## src/tar_pkg.sv

```systemverilog
// shared constants, types and sequencer codes for the triangular arbitrage block
`timescale 1ns / 1ps

package tar_pkg;

	localparam int FRAC_BITS = 40;
	localparam int WORD_W    = 64;
	localparam int HALF_W    = WORD_W / 2;
	localparam int FEE_W     = 41;
	localparam int ACC_W     = 2 * WORD_W;
	localparam int IDX_W     = 2;

	localparam logic [WORD_W-1:0] ONE      = WORD_W'(1) << FRAC_BITS;
	localparam logic [WORD_W-1:0] ALL_ONES = '1;

	// default fee is 0.99925 cubed at 40 fraction bits, rescaled to FRAC_BITS
	localparam logic [WORD_W-1:0] FEE_AT_40 = 64'd1097039581575;
	localparam logic [FEE_W-1:0]  FEE_RESET = (FRAC_BITS >= 40) ?
		FEE_W'(FEE_AT_40 << (FRAC_BITS - 40)) : FEE_W'(FEE_AT_40 >> (40 - FRAC_BITS));

	// dividend 2^(2*FRAC_BITS) split into a starting remainder and a low word
	localparam logic [WORD_W-1:0] RECIP_HI = (2 * FRAC_BITS >= WORD_W) ?
		(WORD_W'(1) << (2 * FRAC_BITS - WORD_W)) : '0;
	localparam logic [WORD_W-1:0] RECIP_LO = (2 * FRAC_BITS >= WORD_W) ?
		'0 : (WORD_W'(1) << (2 * FRAC_BITS));

	localparam int DIV_STEPS = WORD_W;
	localparam int DIV_CNT_W = $clog2(DIV_STEPS);

	localparam logic [IDX_W-1:0] CUR_0     = 2'd0;
	localparam logic [IDX_W-1:0] CUR_1     = 2'd1;
	localparam logic [IDX_W-1:0] CUR_2     = 2'd2;
	localparam logic [IDX_W-1:0] CUR_COUNT = 2'd3;

	typedef enum logic [2:0] {
		ST_IDLE,
		ST_DIV,
		ST_ISSUE,
		ST_WAIT,
		ST_DONE
	} state_t;

	typedef enum logic [2:0] {
		STEP_F_AB,
		STEP_F_C,
		STEP_F_FEE,
		STEP_B_AB,
		STEP_B_C,
		STEP_B_FEE
	} step_t;

	typedef struct packed {
		logic              start;
		logic [WORD_W-1:0] op_a;
		logic [WORD_W-1:0] op_b;
	} mul_req_t;

	typedef struct packed {
		logic              done;
		logic              sat;
		logic [WORD_W-1:0] product;
	} mul_rsp_t;

	typedef struct packed {
		logic              start;
		logic [WORD_W-1:0] divisor;
	} div_req_t;

	typedef struct packed {
		logic              done;
		logic [WORD_W-1:0] quotient;
	} div_rsp_t;

endpackage

```

## src/tar_qmul.sv

```systemverilog
// iterative fixed-point multiplier on one shared 32x32 multiplier, saturating
`timescale 1ns / 1ps

module tar_qmul import tar_pkg::*; (
	input  logic     clk,
	input  logic     arst_n,
	input  mul_req_t req,
	output mul_rsp_t rsp
);

	localparam logic [2:0] MUL_LAST = 3'd4;

	logic [WORD_W-1:0] a_q;
	logic [WORD_W-1:0] b_q;
	logic [WORD_W-1:0] prod_s1;
	logic [ACC_W-1:0]  acc_q;
	logic [2:0]        cnt_q;
	logic              run_q;
	logic              done_q;
	logic [HALF_W-1:0] a_half;
	logic [HALF_W-1:0] b_half;
	logic [ACC_W-1:0]  addend;

	// partial order: lo*lo, lo*hi, hi*lo, hi*hi
	always_comb begin
		a_half = cnt_q[1] ? a_q[WORD_W-1:HALF_W] : a_q[HALF_W-1:0];
		b_half = cnt_q[0] ? b_q[WORD_W-1:HALF_W] : b_q[HALF_W-1:0];
		unique case (cnt_q)
			3'd1:       addend = {{WORD_W{1'b0}}, prod_s1};
			3'd2, 3'd3: addend = {{HALF_W{1'b0}}, prod_s1, {HALF_W{1'b0}}};
			3'd4:       addend = {prod_s1, {WORD_W{1'b0}}};
			default:    addend = '0;
		endcase
	end

	always_ff @(posedge clk or negedge arst_n) begin
		if (!arst_n) begin
			run_q  <= 1'b0;
			done_q <= 1'b0;
			cnt_q  <= '0;
		end else begin
			done_q <= 1'b0;
			if (req.start) begin
				run_q <= 1'b1;
				cnt_q <= '0;
			end else if (run_q) begin
				cnt_q <= cnt_q + 3'd1;
				if (cnt_q == MUL_LAST) begin
					run_q  <= 1'b0;
					done_q <= 1'b1;
				end
			end
		end
	end

	always_ff @(posedge clk) begin
		if (req.start) begin
			a_q   <= req.op_a;
			b_q   <= req.op_b;
			acc_q <= '0;
		end else if (run_q) begin
			prod_s1 <= {{HALF_W{1'b0}}, a_half} * {{HALF_W{1'b0}}, b_half};
			acc_q   <= acc_q + addend;
		end
	end

	always_comb begin
		rsp.done    = done_q;
		rsp.sat     = |acc_q[ACC_W-1:WORD_W+FRAC_BITS];
		rsp.product = rsp.sat ? ALL_ONES : acc_q[WORD_W+FRAC_BITS-1:FRAC_BITS];
	end

endmodule

```

## config.mk

```make
export PLATFORM = sky130hd
export DESIGN_NAME = tar_qmul
export DESIGN_NICKNAME = d
export VERILOG_FILES = /design/src/tar_pkg.sv /design/src/tar_qmul.sv
export SDC_FILE = /design/constraint.sdc
export NUM_CORES = 2
export LEC_CHECK = 0
export ABC_AREA = 1
export BUFFER_PORTS_ARGS = -buffer_cell sky130_fd_sc_hd__clkbuf_2
export CAP_MARGIN = 20
export CORE_MARGIN = 2
export CORE_UTILIZATION = 46
export DETAILED_ROUTE_END_ITERATION = 8
export PLACE_DENSITY_LB_ADDON = 0.12
export SYNTH_ARGS = -nofsm -noshare
export SYNTH_HDL_FRONTEND = slang
export SYNTH_SLANG_ARGS = --single-unit
```

## constraint.sdc

```tcl
create_clock -name clk -period 10.94 [get_ports clk]
set_clock_uncertainty 0.15 [all_clocks]
set_input_delay 2.188 -clock clk [delete_from_list [all_inputs] [get_ports clk]]
set_output_delay 2.188 -clock clk [all_outputs]
set_load 0.005 [all_outputs]
```

==> impl_results.md <==
* Layout cell share with drive strength beyond 1 at 8.60%
* Setup TNS at 0 ns
* Grt total ovfl at 0
* CTS Buf Count at 45
* Buffers on Ports at 196
* Die area at 131000 sq um
* Post-CTS Resized at 0
* H-tree depth at 2
* Total GRT Usage at 38.7%
* Slowest CP cell: o21ai_2
* Buffers and inverters on the worst path at 7
* Synth Cell Area at 59100 sq um
* Die X at 362 um
* Clock sink count at 325
* Crit Path Category: flop to flop
* CP Launch Type: flop
* Pin count of the biggest net entering global routing at 83
* Worst slew pin tran at 1.20 ns
* Hold Path Class: flop to flop
* Core area at 128000 sq um
* Final Hold Viols at 0
* Drt first pass iters at 6
* Worst path required time at 11.15 ns
* Initial antenna violation count at 3
* Drt wl/cell at 25.0 um
* Register area share after synthesis at 14.3%
* Status: complete, no violations
* Clock latency on the worst-skew pair at 0.66 ns
* Initial DRC Count at 4806
* Worst-path clk slew at 0.06 ns
* Peak Freq at 109 MHz
* Drc violations at 0
* Area delta synth->final at 7.59%
* Slew Limit Fails at 0
* IO Pins at 197
* RSZ-0062 raised after global routing: false
* Synthesized netlist cell count at 8306
* Remaining antenna violation count at 0
* # rows at 131
* Max Cap Viol at 0
* CTS Hold Buffers Added at 0
* Kind of cell adding the most delay to the critical path: adder cells
* Cell variety after synth at 46
* Util after Layout at 49.9%
* Post-DP HPWL at 208000 um
* Crit. End Element: flop
* Minimum clock period at 9.14 ns
* Slew Limit Headroom at 20.2%
* Syn nets at 9729
* Vias at 53800
* Die height at 362 um
* First-pass GRT wire length at 365000 um
* CP Max Fanout at 34
* WL final at 253000 um
* Final Cycle Share at 83.5%
* Cell mode on critical path: fa_1
* Vias in the first global route at 55100
* CTS tree: done
* Post-Syn Area per Cell at 7.12 sq um
* Setup-failing EPs final at 0
* Worst EP arrival at 9.35 ns
* CTS Buffer Depth at 3
* Starting Density at 46.4%
* Post-synthesis register bit count at 325
* Routability cong. at 1.04
* Clk root buf: clkbuf_16
* Drt via density at 5.32
* Fill count at 13200
* # nets final at 9838
* ANT cells at 0
* Yosys warnings at 0
* Setup Buffers After CTS at 0
* Worst path max stage delay at 1.00 ns
## cell usage in the layout, fill, tap and decap left out, drive strengths merged, types with 11 or more instances in the layout
cell / n
edfxtp: 192
fa: 897
a21oi: 222
nand3: 188
nand2: 2354
xor2: 42
nor3: 50
clkbuf: 252
or2: 113
o21bai: 24
o21ai: 210
nand4: 24
nor2: 1116
a31oi: 12
xnor2: 11
dfxtp: 128
inv: 1984
clkinv: 29
ha: 395
o22ai: 68
buf: 87
## worst paths after layout
check	to	startpoint	slack [ns]	cells past startpoint
worst min register to register	acc_q[36]$_SDFFE_PP0P_	acc_q[36]$_SDFFE_PP0P_	0.31	2
min in group asynchronous	done_q$_DFF_PN0_	arst_n	1.21	1
worst max-delay path	prod_s1[50]$_DFFE_PP_	cnt_q[0]$_DFFE_PN0P_	1.80	25
max in group asynchronous	cnt_q[0]$_DFFE_PN0P_	arst_n	9.24	1
worst max register to register	prod_s1[50]$_DFFE_PP_	cnt_q[0]$_DFFE_PN0P_	1.80	25
worst min-delay path	acc_q[36]$_SDFFE_PP0P_	acc_q[36]$_SDFFE_PP0P_	0.31	2
## state kept, by name, summed over array words and instances (netlist names)
register and flops:
b_q 64, done_q 1, acc_q 128, prod_s1 64, cnt_q 3, run_q 1, a_q 64
## cell families after synthesis
logic type	Yosys count	synth area share, %
compound gates	557	5.32
xor+xnor	53	0.785
fa+ha+maj	1292	38.7
buf+inv	2216	14.3
flops	325	14.3
simple gates	3863	26.6
## cell type report
cell class              count  area, sq um  area share (%)
flip-flops and latches    325         8460            13.3
repair buffers            282         1660            2.62
inverters                1996         7490            11.8
well taps                1662         2080            3.27
clock buffers              57         1190            1.87
clock inverters            26          343           0.539
multi-input cells        5765        42400            66.6
## worst reg2reg max path, stage by stage (launching register included)
cell and delay (ns):
dfrtp_2 0.41, buf_4 0.30, o21ai_2 1.04, inv_2 0.57, nand2_1 0.25, fa_1 0.44
fa_1 0.55, fa_1 0.54, fa_1 0.52, inv_1 0.06, fa_1 0.56, fa_1 0.44
fa_1 0.50, inv_1 0.06, fa_1 0.48, inv_1 0.06, ha_1 0.39, nand2_1 0.12
nor2_1 0.14, inv_1 0.09, nor2_1 0.14, inv_1 0.10, nor3_1 0.43, nand4_1 0.24
nand3_1 0.18, xor2_1 0.09
## metrics by stage
step	instance area [sq um]	setup WS [ns]	hold slack, ns	std cells
4_1_cts	63600	1.86	0.308	10100
3_5_place_dp	62000	1.90	0.298	10000
5_1_grt	63600	1.52	0.320	10100
6_report	63600	1.80	0.309	10100
2_1_floorplan	59100	3.67	0.283	8306
3_3_place_gp	62000	1.71	0.293	10000
## Yosys cell counts, drive strengths merged
master,n,area share (%)
nand3b,2,0.025
a31oi,12,0.13
dfxtp,128,4.3
xor2,42,0.62
a211oi,1,0.013
o22ai,68,0.72
and2,7,0.074
nor2,1116,7.4
nand4,24,0.25
ha,395,8.4
o21bai,24,0.30
o21ai,210,2.0
a21oi,222,1.9
or2,113,1.2
o211ai,2,0.025
dfrtp,5,0.21
nor3,50,0.64
nand3,188,1.7
nor4,9,0.095
fa,897,30
a32o,3,0.051
buf,108,0.92
edfxtp,192,9.8
inv,1981,13
clkbuf,112,0.71
a22o,1,0.015
clkinv,15,0.095
o21a,5,0.064
a21o,9,0.11
nand2,2354,15
xnor2,11,0.16
## metal layers
| layer | part of all wire [%] | vias up | track usage, % |
|---|---|---|---|
| met5 | 0 | - | 0 |
| met4 | 8.5 | 0 | 26.3 |
| met3 | 8.3 | 727 | 7.06 |
| met2 | 46 | 2565 | 63.9 |
| met1 | 37 | 25900 | 45.9 |
| li1 | - | 24700 | - |
Power is not shown: default switching activity piles up to over one toggle a cycle in this logic, so the estimate is an artifact.
