$ cat config.mk
export PLATFORM = sky130hd
export DESIGN_NAME = tar_recip
export DESIGN_NICKNAME = d
export VERILOG_FILES = /design/src/tar_pkg.sv /design/src/tar_recip.sv
export SDC_FILE = /design/constraint.sdc
export NUM_CORES = 1
export LEC_CHECK = 0
export BUFFER_PORTS_ARGS = -buffer_cell sky130_fd_sc_hd__clkbuf_2
export CAP_MARGIN = 25
export CORE_MARGIN = 4
export CORE_UTILIZATION = 43
export CTS_CLUSTER_DIAMETER = 200
export DETAILED_ROUTE_END_ITERATION = 10
export GPL_ROUTABILITY_DRIVEN = 0
export GPL_TIMING_DRIVEN = 0
export PLACE_DENSITY = 0.67
export SLEW_MARGIN = 5
export SYNTH_ARGS = -nofsm -noshare
export SYNTH_HDL_FRONTEND = slang
export SYNTH_SLANG_ARGS = --single-unit
$ cat constraint.sdc
create_clock -name clk -period 4.3 [get_ports clk]
set_clock_uncertainty 0.05 [all_clocks]
set_input_delay 0.43 -clock clk [delete_from_list [all_inputs] [get_ports clk]]
set_output_delay 0.43 -clock clk [all_outputs]
set_load 0.01 [all_outputs]
$ cat src/tar_pkg.sv
// shared constants, types and sequencer codes for the triangular arbitrage block
`timescale 1ns / 1ps

package tar_pkg;

	localparam int FRAC_BITS = 40;
	localparam int WORD_W    = 64;
	localparam int HALF_W    = WORD_W / 2;
	localparam int FEE_W     = 41;
	localparam int ACC_W     = 2 * WORD_W;
	localparam int IDX_W     = 2;

	localparam logic [WORD_W-1:0] ONE      = WORD_W'(1) << FRAC_BITS;
	localparam logic [WORD_W-1:0] ALL_ONES = '1;

	// default fee is 0.99925 cubed at 40 fraction bits, rescaled to FRAC_BITS
	localparam logic [WORD_W-1:0] FEE_AT_40 = 64'd1097039581575;
	localparam logic [FEE_W-1:0]  FEE_RESET = (FRAC_BITS >= 40) ?
		FEE_W'(FEE_AT_40 << (FRAC_BITS - 40)) : FEE_W'(FEE_AT_40 >> (40 - FRAC_BITS));

	// dividend 2^(2*FRAC_BITS) split into a starting remainder and a low word
	localparam logic [WORD_W-1:0] RECIP_HI = (2 * FRAC_BITS >= WORD_W) ?
		(WORD_W'(1) << (2 * FRAC_BITS - WORD_W)) : '0;
	localparam logic [WORD_W-1:0] RECIP_LO = (2 * FRAC_BITS >= WORD_W) ?
		'0 : (WORD_W'(1) << (2 * FRAC_BITS));

	localparam int DIV_STEPS = WORD_W;
	localparam int DIV_CNT_W = $clog2(DIV_STEPS);

	localparam logic [IDX_W-1:0] CUR_0     = 2'd0;
	localparam logic [IDX_W-1:0] CUR_1     = 2'd1;
	localparam logic [IDX_W-1:0] CUR_2     = 2'd2;
	localparam logic [IDX_W-1:0] CUR_COUNT = 2'd3;

	typedef enum logic [2:0] {
		ST_IDLE,
		ST_DIV,
		ST_ISSUE,
		ST_WAIT,
		ST_DONE
	} state_t;

	typedef enum logic [2:0] {
		STEP_F_AB,
		STEP_F_C,
		STEP_F_FEE,
		STEP_B_AB,
		STEP_B_C,
		STEP_B_FEE
	} step_t;

	typedef struct packed {
		logic              start;
		logic [WORD_W-1:0] op_a;
		logic [WORD_W-1:0] op_b;
	} mul_req_t;

	typedef struct packed {
		logic              done;
		logic              sat;
		logic [WORD_W-1:0] product;
	} mul_rsp_t;

	typedef struct packed {
		logic              start;
		logic [WORD_W-1:0] divisor;
	} div_req_t;

	typedef struct packed {
		logic              done;
		logic [WORD_W-1:0] quotient;
	} div_rsp_t;

endpackage

$ cat src/tar_recip.sv
// bit-serial restoring divider for the fixed-point reciprocal of the sell price
`timescale 1ns / 1ps

module tar_recip import tar_pkg::*; (
	input  logic     clk,
	input  logic     arst_n,
	input  div_req_t req,
	output div_rsp_t rsp
);

	localparam logic [DIV_CNT_W-1:0] DIV_LAST = DIV_CNT_W'(DIV_STEPS - 1);

	logic [WORD_W-1:0]    rem_q;
	logic [WORD_W-1:0]    dq_q;
	logic [WORD_W-1:0]    d_q;
	logic [DIV_CNT_W-1:0] cnt_q;
	logic                 run_q;
	logic                 done_q;
	logic [WORD_W:0]      trial;
	logic [WORD_W:0]      diff;
	logic                 ge;

	// dividend bits shift out of the top of dq_q, quotient bits shift in below
	always_comb begin
		trial = {rem_q, dq_q[WORD_W-1]};
		diff  = trial - {1'b0, d_q};
		ge    = trial >= {1'b0, d_q};
	end

	always_ff @(posedge clk or negedge arst_n) begin
		if (!arst_n) begin
			run_q  <= 1'b0;
			done_q <= 1'b0;
			cnt_q  <= '0;
		end else begin
			done_q <= 1'b0;
			if (req.start) begin
				run_q <= 1'b1;
				cnt_q <= '0;
			end else if (run_q) begin
				cnt_q <= cnt_q + DIV_CNT_W'(1);
				if (cnt_q == DIV_LAST) begin
					run_q  <= 1'b0;
					done_q <= 1'b1;
				end
			end
		end
	end

	always_ff @(posedge clk) begin
		if (req.start) begin
			rem_q <= RECIP_HI;
			dq_q  <= RECIP_LO;
			d_q   <= req.divisor;
		end else if (run_q) begin
			rem_q <= ge ? diff[WORD_W-1:0] : trial[WORD_W-1:0];
			dq_q  <= {dq_q[WORD_W-2:0], ge};
		end
	end

	assign rsp.done     = done_q;
	assign rsp.quotient = dq_q;

endmodule

==> flow_summary.toml, run 1 <==
[status]
status = "complete, no violations"

[synth]
synth.most_common_cell = "nor2_1"
synthCells = 1292
yosys_warnings = 0
synth_top_cell_area_share_pct = 22.4
ys_types = 71
synth_nets = 1425
ys_ff_latch = 200
ys_seq_area_share_pct = 40.9
synth_common_cells = "177 x nor2_1, 158 x nand2_1, 128 x dfxtp_1"
synth_area_mm2 = 0.0115
synthTopCellsByArea = "dfxtp_1 22%, edfxtp_1 17%, ha_1 7.1%, nor2_1 5.8%, mux2i_1 5.7%"
synth_top_area_cell = "dfxtp_1"
synth.avg_cell_area_um2 = 8.87
synth_flop_cell = "dfxtp_1"
ys_async_sr_fraction_pct = 4.00
synth_edf_count = 64

[power]
pwr-share-comb_pct = 47.9
p_int_uw = 4720
clkPwrFrac_pct = 21.4
p_sw_uw = 3620
power_density_mw_per_mm2 = 630
seqPwrFrac_pct = 30.6
sw_frac_of_total_pct = 43.4
peakVddDrop_v = 0.000326
p_leak_uw = 0.00612
power_uw = 8340

[timing]
setup_tns_ps = 0
period_needed_ps = 3800
slew_headroom_pct = 47.9
maxSlewViolCount = 0
rsz0062_at_grt = "false"
worstMarginPinSlew_ps = 777
period_share_pct = 88.3
fmax_ghz = 0.263
final_hold_viol_count = 0
setup_viol = 0

[clock_tree]
clock_path_buffers = 2
cts_tree = "yes"
clock-sinks = 200
clk_pin_slew_ps = 90
clock_latency_ps = 460
cts_made_buffers = 17
clockRootBuffer = "clkbuf_16"
post-cts-setup-buffer-count = 0
htree_levels = 4

[floorplanning]
die-area_mm2 = 0.0293
num_rows = 59
start_util_pct = 43.9
die_w_um = 171
coreArea_mm2 = 0.0261
io_pins = 132
fp.dieH_um = 171

[global_route]
grt-ovfl-total = 0
grt_pass1_wl_um = 48100
grt_max_degree = 38
grt_pass1_vias = 9437
grt.total_usage_pct = 20.4
antenna_found_initial = 0

[detailed_routing]
firstDrtPassIters = 5
wirelength_um = 30100
avgRoutedWirePerCell_um = 16.8
vias = 9853
drt_iter0_markers = 597
via_per_inst = 5.50
ant_nets = 0
route.detailed.drc = 0

[final_layout]
multiInputGateArea_mm2 = 0.00613
fin_util_pct = 50.6
nFillCells = 2512
fin_nets = 1577
final_cells = 1792
antenna_cells = 0
synthToLayoutAreaGrowth_pct = 15.4
seq_area_mm2 = 0.00468
drive_gt1_share_pct = 14.4

[setup_path]
worstSetupStartpointType = "flip-flop"
crit_arrival_ps = 4100
crit_fanout = 10
crit_path_end_kind = "flip-flop"
required_ps = 4610
critical_path_class = "reg2reg"

[flow_run]
drv_cap = 0

[min_path]
worst_hold_path_type = "in2reg"

[placed_design]
io_buffers = 131
dp.cells = 1759
dpl.hpwl_um = 22600
[critical path, cell delays in order, from the launching register on]
cell      delay, ps
edfxtp_1        380
inv_1            80
ha_1            220
clkbuf_1        170
a21oi_1         270
o21a_1          160
nor2_1           40
a211o_1         300
a221oi_2        310
o31ai_4         180
a31oi_4         320
o31a_1          260
buf_4           260
buf_2           340
nand2_1          90
a311oi_1        280
[metrics by stage]
stage          hold WS (ps)  setup slack [ps]  cell area, um^2
3_5_place_dp            234               536            12600
6_report               96.7               503            13200
4_1_cts                79.7               502            13200
3_3_place_gp            235               574            12500
5_1_grt                73.0               256            13200
2_1_floorplan          84.4              1210            11500
[cells in the final DEF, fill, tap and decap left out, drive strengths merged, types with 4 or more instances in the layout]
master and instances:
a211o 4, a211oi 20, a21o 28, a21oi 93, a221oi 4, a311oi 40, a31oi 7, and2 9
and3 5, buf 30, clkbuf 192, dfrtp 8, dfxtp 128, edfxtp 64, ha 65, inv 90
mux2i 65, nand2 158, nand2b 8, nand3 21, nand4 23, nor2 178, nor2b 11, nor3 10
nor3b 4, nor4 4, o2111ai 4, o211ai 10, o21a 13, o21ai 44, o21bai 11, o31a 5
o31ai 8, or3 5, xnor2 32, xor2 27
[registers in the layout (all words and copies together) (netlist names)]
register / count
dq_q: 64
done_q: 1
cnt_q: 6
d_q: 64
run_q: 1
rem_q: 64
[path summary, 6_finish.rpt]
kind                          start         to  slack, ps  cells after the start
setup / recovery            d_q[18]  rem_q[37]        500                     15
hold / removal              req[41]    d_q[41]        100                      1
setup reg to reg            d_q[18]  rem_q[37]        500                     15
hold reg to reg            rem_q[1]   rem_q[1]        450                      2
max in group asynchronous    arst_n      run_q       3710                      2
min in group asynchronous    arst_n   cnt_q[1]        320                      2
[metal layers]
layer,up-vias,routed length (um),share of wire [%],GRT usage [%]
met1,4609,13500,45,26.8
met4,0,524,1.7,5.72
li1,4888,-,-,-
met2,310,13700,46,33.3
met3,46,2330,7.7,5.26
met5,-,0,0,0
[cell type report]
type / instances / area share (%)
inverters: 77 / 2.18
repair buffers: 133 / 5.20
flip-flops and latches: 200 / 35.4
well taps: 335 / 3.17
clock inverters: 15 / 1.80
multi-input cells: 942 / 46.4
clock buffers: 17 / 3.22
plain buffers: 73 / 2.66
[cell families (layout without fill, tap and decap cells)]
logic type	after synthesis	in the layout	synth area share, %
buffers and inverters	150	315	5.59
DFF	200	200	40.9
xor gates and xnor gates	59	59	4.51
and+or+nand+nor	444	444	17.0
muxes	67	67	5.87
AOI/OAI and AO/OA	306	306	18.9
adders and majority gates	66	66	7.27
[power groups by stage]
stage | sequential [uW] | clock [uW] | combinational, uW
final | 2550 | 1790 | 4000
after global routing | 2590 | 1900 | 4410
after CTS | 2550 | 1830 | 3950
after detailed placement | 2580 | 0 | 3920
after global placement | 2580 | 0 | 3900
after floorplan | 2510 | 0 | 3080
[repair_timing]
item,CTS,global route
hold buffers,1,0
endpoints found under the hold margin,8,0
resized for setup,0,0
(Power assumes the default switching activity.)
==> run 2, diff against run 1 <==
--- a/config.mk
+++ b/config.mk
@@ -7,7 +7,6 @@
 export LEC_CHECK = 0
 export BUFFER_PORTS_ARGS = -buffer_cell sky130_fd_sc_hd__clkbuf_2
 export CAP_MARGIN = 25
-export CORE_MARGIN = 4
 export CORE_UTILIZATION = 43
 export CTS_CLUSTER_DIAMETER = 200
 export DETAILED_ROUTE_END_ITERATION = 10
==> constraint.sdc (replaced) <==
create_clock -name clk -period 4.5 [get_ports clk]
set_clock_uncertainty 0.05 [all_clocks]
set_input_delay 0.45 -clock clk [delete_from_list [all_inputs] [get_ports clk]]
set_output_delay 0.45 -clock clk [all_outputs]
set_load 0.01 [all_outputs]
==> run 2 against run 1 <==
The run now ends with DRC left. Flip-flop and latch count did not move. Critical endpoint is now rem_q[46]. Die area fell by 6.9%. Sequential share of layout area barely moved. Wire length fell by 0.98%. Register-to-register slack improved by 120 ps. Clock power fell by 4%.
==> flow_summary.toml, run 2 (synthesized netlist as in run 1, its figures left out) <==
[global_route]
grt.total_usage_pct = 22.5
grt-ovfl-total = 0
antenna_found_initial = 0
grt_pass1_vias = 9602
grt_pass1_wl_um = 48500
grt_max_degree = 37

[flow_run]
drv_cap = 0

[clock_tree]
clockRootBuffer = "clkbuf_16"
clock_path_buffers = 2
ctsHoldBuffers = 1
clock-sinks = 200
htree_levels = 4
clock_latency_ps = 450
cts_made_buffers = 17
clk_pin_slew_ps = 90
cts_tree = "yes"
cts_resized = 0
post-cts-setup-buffer-count = 0

[min_path]
hold_start = "req[61]"
worst_hold_path_type = "in2reg"
min_path_cells = 1
whs_endpoint = "d_q[61]"

[final_layout]
drive_gt1_share_pct = 14.4
final_common_cell = "nor2_1"
reg.largest.list = "d_q (64), dq_q (64), rem_q (64)"
antenna_cells = 0
final_area_mm2 = 0.0132
fin_nets = 1577
synthToLayoutAreaGrowth_pct = 15.4
final_cell_mix = "177 x nor2_1, 158 x nand2_1, 131 x clkbuf_2"

[timing]
final_hold_viol_count = 0
worstMarginPinSlew_ps = 808
setup_viol = 0
maxSlewViolCount = 0
period_share_pct = 86.2
period_needed_ps = 3880
slew_headroom_pct = 45.8
rsz0062_at_grt = "false"
setup_tns_ps = 0
fmax_ghz = 0.258

[setup_path]
reg2reg_depth = 14
r2r_slack_ps = 620
setup.worst_path.start = "rem_q[49]"
crit_path_end_kind = "flip-flop"
required_ps = 4800
crit_arrival_ps = 4180
worstReg2RegEnd = "rem_q[46]"
r2r-start = "rem_q[49]"
crit_fanout = 10
worstSetupStartpointType = "flip-flop"
critical_path_class = "reg2reg"

[detailed_routing]
via_per_inst = 5.46
firstDrtPassIters = 9
wirelength_um = 29800
ant_nets = 0
drt_iter0_markers = 602
avgRoutedWirePerCell_um = 16.6
vias = 9786
route.detailed.drc = 14

[status]
status = "finished, violations left"
violations = "DRC"

[floorplanning]
die-area_mm2 = 0.0273
fp.dieH_um = 165
num_rows = 59
coreArea_mm2 = 0.0261
die_w_um = 165
io_pins = 132
start_util_pct = 43.9

[power]
p_leak_uw = 0.00612
power_density_mw_per_mm2 = 604
peakVddDrop_v = 0.000244

[placed_design]
placed_cell_area_mm2 = 0.0126
dpl.hpwl_um = 22200
io_buffers = 131
## run 2: worst max-delay path: stages, from the launching register on
cell and delay [ps]:
dfxtp_1 350, ha_1 300, clkbuf_1 200, a21o_1 200, a21o_1 170, a21oi_1 360
nor2_1 120, a211oi_1 240, o21bai_1 120, a211oi_2 400, o31a_1 260, buf_4 260
buf_2 350, nand2_1 100, a311oi_1 290
## run 2: stage by stage
step,utilization (%),hold WS (ps),instances,power (uW),setup WS [ps]
2_1_floorplan,-,104,1292,5340,1410
3_3_place_gp,48.0,255,1758,6190,754
3_5_place_dp,48.1,256,1759,6230,750
4_1_cts,50.6,95.7,1792,7970,713
5_1_grt,50.6,96.5,1792,8540,368
6_report,50.6,112,1792,7990,622
## run 2: how the worst max path moves through the flow
stage,to,cells past startpoint,slack [ps]
finish,rem_q[46],14,620
global route,rem_q[40],15,370
CTS,rem_q[49],14,710
detailed placement,rem_q[49],14,750
global placement,rem_q[38],15,750
floorplan,rem_q[48],14,1410
## run 2: cell type report
| cell class | instances | area, um^2 |
|---|---|---|
| clock buffers | 17 | 425 |
| repair buffers | 133 | 688 |
| clock inverters | 15 | 233 |
| well taps | 335 | 419 |
| inverters | 77 | 289 |
| fillers | 2522 | 12900 |
| plain buffers | 73 | 352 |
| flip-flops and latches | 200 | 4680 |
| multi-input cells | 942 | 6130 |
## run 2: layer usage
layer | GRT usage, % | vias to the layer above | wire length (um)
met5 | 0 | - | 0
met4 | 7.92 | 0 | 702
met3 | 5.19 | 48 | 2120
met2 | 36.9 | 300 | 13600
met1 | 28.9 | 4566 | 13400
li1 | - | 4872 | -
## run 2: power breakdown
part / switching, uW / internal, uW / leakage, uW
sequential: 256 / 2180 / 0.00177
combinational: 2320 / 1520 / 0.00403
clock: 903 / 809 / 0.000319
==> run 3, diff against run 2 <==
==> constraint.sdc (replaced) <==
create_clock -name clk -period 4.5 [get_ports clk]
set_clock_uncertainty 0.05 [all_clocks]
set_input_delay 0.9 -clock clk [delete_from_list [all_inputs] [get_ports clk]]
set_output_delay 0.9 -clock clk [all_outputs]
set_load 0.01 [all_outputs]
==> run 3 against run 2 <==
The run still ends with DRC left. Non-clock buffer count fell by 1. Worst setup slack got worse by 11 ps. Clock power barely moved. Wire length fell by 0.14%. Via count rose by 0.72%. Die area did not move. Maximum frequency fell by 0.28%. Core utilization barely moved. Critical endpoint unchanged. Largest cell class unchanged.
==> flow_summary.toml, run 3 (synthesized netlist as in run 1, its figures left out) <==
[global_route]
grt_pass1_wl_um = 48500
grt.total_usage_pct = 22.5
grt_pass1_vias = 9595
grt_max_degree = 37
antenna_found_initial = 0
grt-ovfl-total = 0

[flow_run]
drv_cap = 0

[final_layout]
multiInputGateArea_mm2 = 0.00613
nFillCells = 2523
final_cell_mix = "177 x nor2_1, 158 x nand2_1, 131 x clkbuf_2"
synthToLayoutAreaGrowth_pct = 15.3
seq_area_mm2 = 0.00468
fin_util_pct = 50.6
final_area_mm2 = 0.0132
reg.largest.list = "d_q (64), dq_q (64), rem_q (64)"
fin_nets = 1576
antenna_cells = 0
final_common_cell = "nor2_1"
drive_gt1_share_pct = 14.4
final_cells = 1791

[clock_tree]
clock-sinks = 200
cts_made_buffers = 17
cts_resized = 0
htree_levels = 4
clock_path_buffers = 2
post-cts-setup-buffer-count = 0
ctsHoldBuffers = 0
clock_latency_ps = 450
clk_pin_slew_ps = 90
clockRootBuffer = "clkbuf_16"
cts_tree = "yes"

[timing]
setup_tns_ps = 0
setup_viol = 0
final_hold_viol_count = 0
rsz0062_at_grt = "false"
period_share_pct = 86.4
worstMarginPinSlew_ps = 796
fmax_ghz = 0.257
period_needed_ps = 3890
maxSlewViolCount = 0
slew_headroom_pct = 46.6

[detailed_routing]
ant_nets = 0
via_per_inst = 5.50
vias = 9856
wirelength_um = 29800
firstDrtPassIters = 8
drt_iter0_markers = 602
route.detailed.drc = 14
avgRoutedWirePerCell_um = 16.6

[power]
p_leak_uw = 0.00611
sw_frac_of_total_pct = 43.5
clkPwrFrac_pct = 21.4
p_sw_uw = 3480
peakVddDrop_v = 0.000244
power_density_mw_per_mm2 = 604
pwr-share-comb_pct = 48.0
p_int_uw = 4510
seqPwrFrac_pct = 30.6

[placed_design]
placed_cell_area_mm2 = 0.0126
dpl.hpwl_um = 22200
io_buffers = 131
dp.cells = 1759

[setup_path]
worstSetupStartpointType = "flip-flop"
crit_arrival_ps = 4190
crit_path_end_kind = "flip-flop"
required_ps = 4800
crit_fanout = 10
critical_path_class = "reg2reg"

[floorplanning]
coreArea_mm2 = 0.0261
num_rows = 59
fp.dieH_um = 165
die-area_mm2 = 0.0273
die_w_um = 165
io_pins = 132
start_util_pct = 43.9

[status]
violations = "DRC"
status = "finished, violations left"

[min_path]
worst_hold_path_type = "in2async"
run 3: path summary, 6_finish.rpt:
check	end	start	slack [ps]	cells past startpoint
setup reg to reg	rem_q[46]	rem_q[49]	610	14
max in group asynchronous	done_q	arst_n	3990	1
hold reg to reg	rem_q[12]	rem_q[11]	450	2
setup / recovery	rem_q[46]	rem_q[49]	610	14
min in group clk	rem_q[12]	rem_q[11]	450	2
hold / removal	cnt_q[3]	arst_n	220	1
run 3: power by group through the flow:
stage | Clock, uW | Sequential [uW] | Combinational, uW
after floorplan | 0 | 2400 | 2940
after global placement | 0 | 2460 | 3730
after detailed placement | 0 | 2470 | 3760
after CTS | 1740 | 2430 | 3800
after global routing | 1810 | 2480 | 4250
final | 1710 | 2440 | 3840
run 3: final cells by class:
| class | count | area share (%) |
|---|---|---|
| Multi-Input combinational cell | 942 | 46.4 |
| Sequential cell | 200 | 35.4 |
| Timing Repair Buffer | 132 | 5.13 |
| Clock buffer | 17 | 3.22 |
| Tap cell | 335 | 3.17 |
| Buffer | 73 | 2.66 |
| Inverter | 77 | 2.19 |
| Clock inverter | 15 | 1.76 |
run 3: through the flow:
stage                     power [uW]  hold WS (ps)  setup WS, ps
after detailed placement        6230           429           750
after global placement          6190           428           709
after global routing            8540           225           368
final                           7990           223           612
after CTS                       7970           210           713
after floorplan                 5340           409          1410
run 3: critical path, stage by stage, from the launching register on:
cell and delay [ps]:
dfxtp_1 350, ha_1 300, clkbuf_1 190, a21o_1 190, a21o_1 170, a21oi_1 360, nor2_1 120, a211oi_1 250
o21bai_1 130, a211oi_2 400, o31a_1 270, buf_4 250, buf_2 350, nand2_1 100, a311oi_1 280
run 3: metal layers:
metal / track usage [%] / vias to the layer above / share of wire (%)
met2: 36.9 / 321 / 46
met1: 28.8 / 4620 / 45
li1: - / 4872 / -
met4: 7.92 / 0 / 2.1
met3: 5.24 / 43 / 7.6
met5: 0 / - / 0
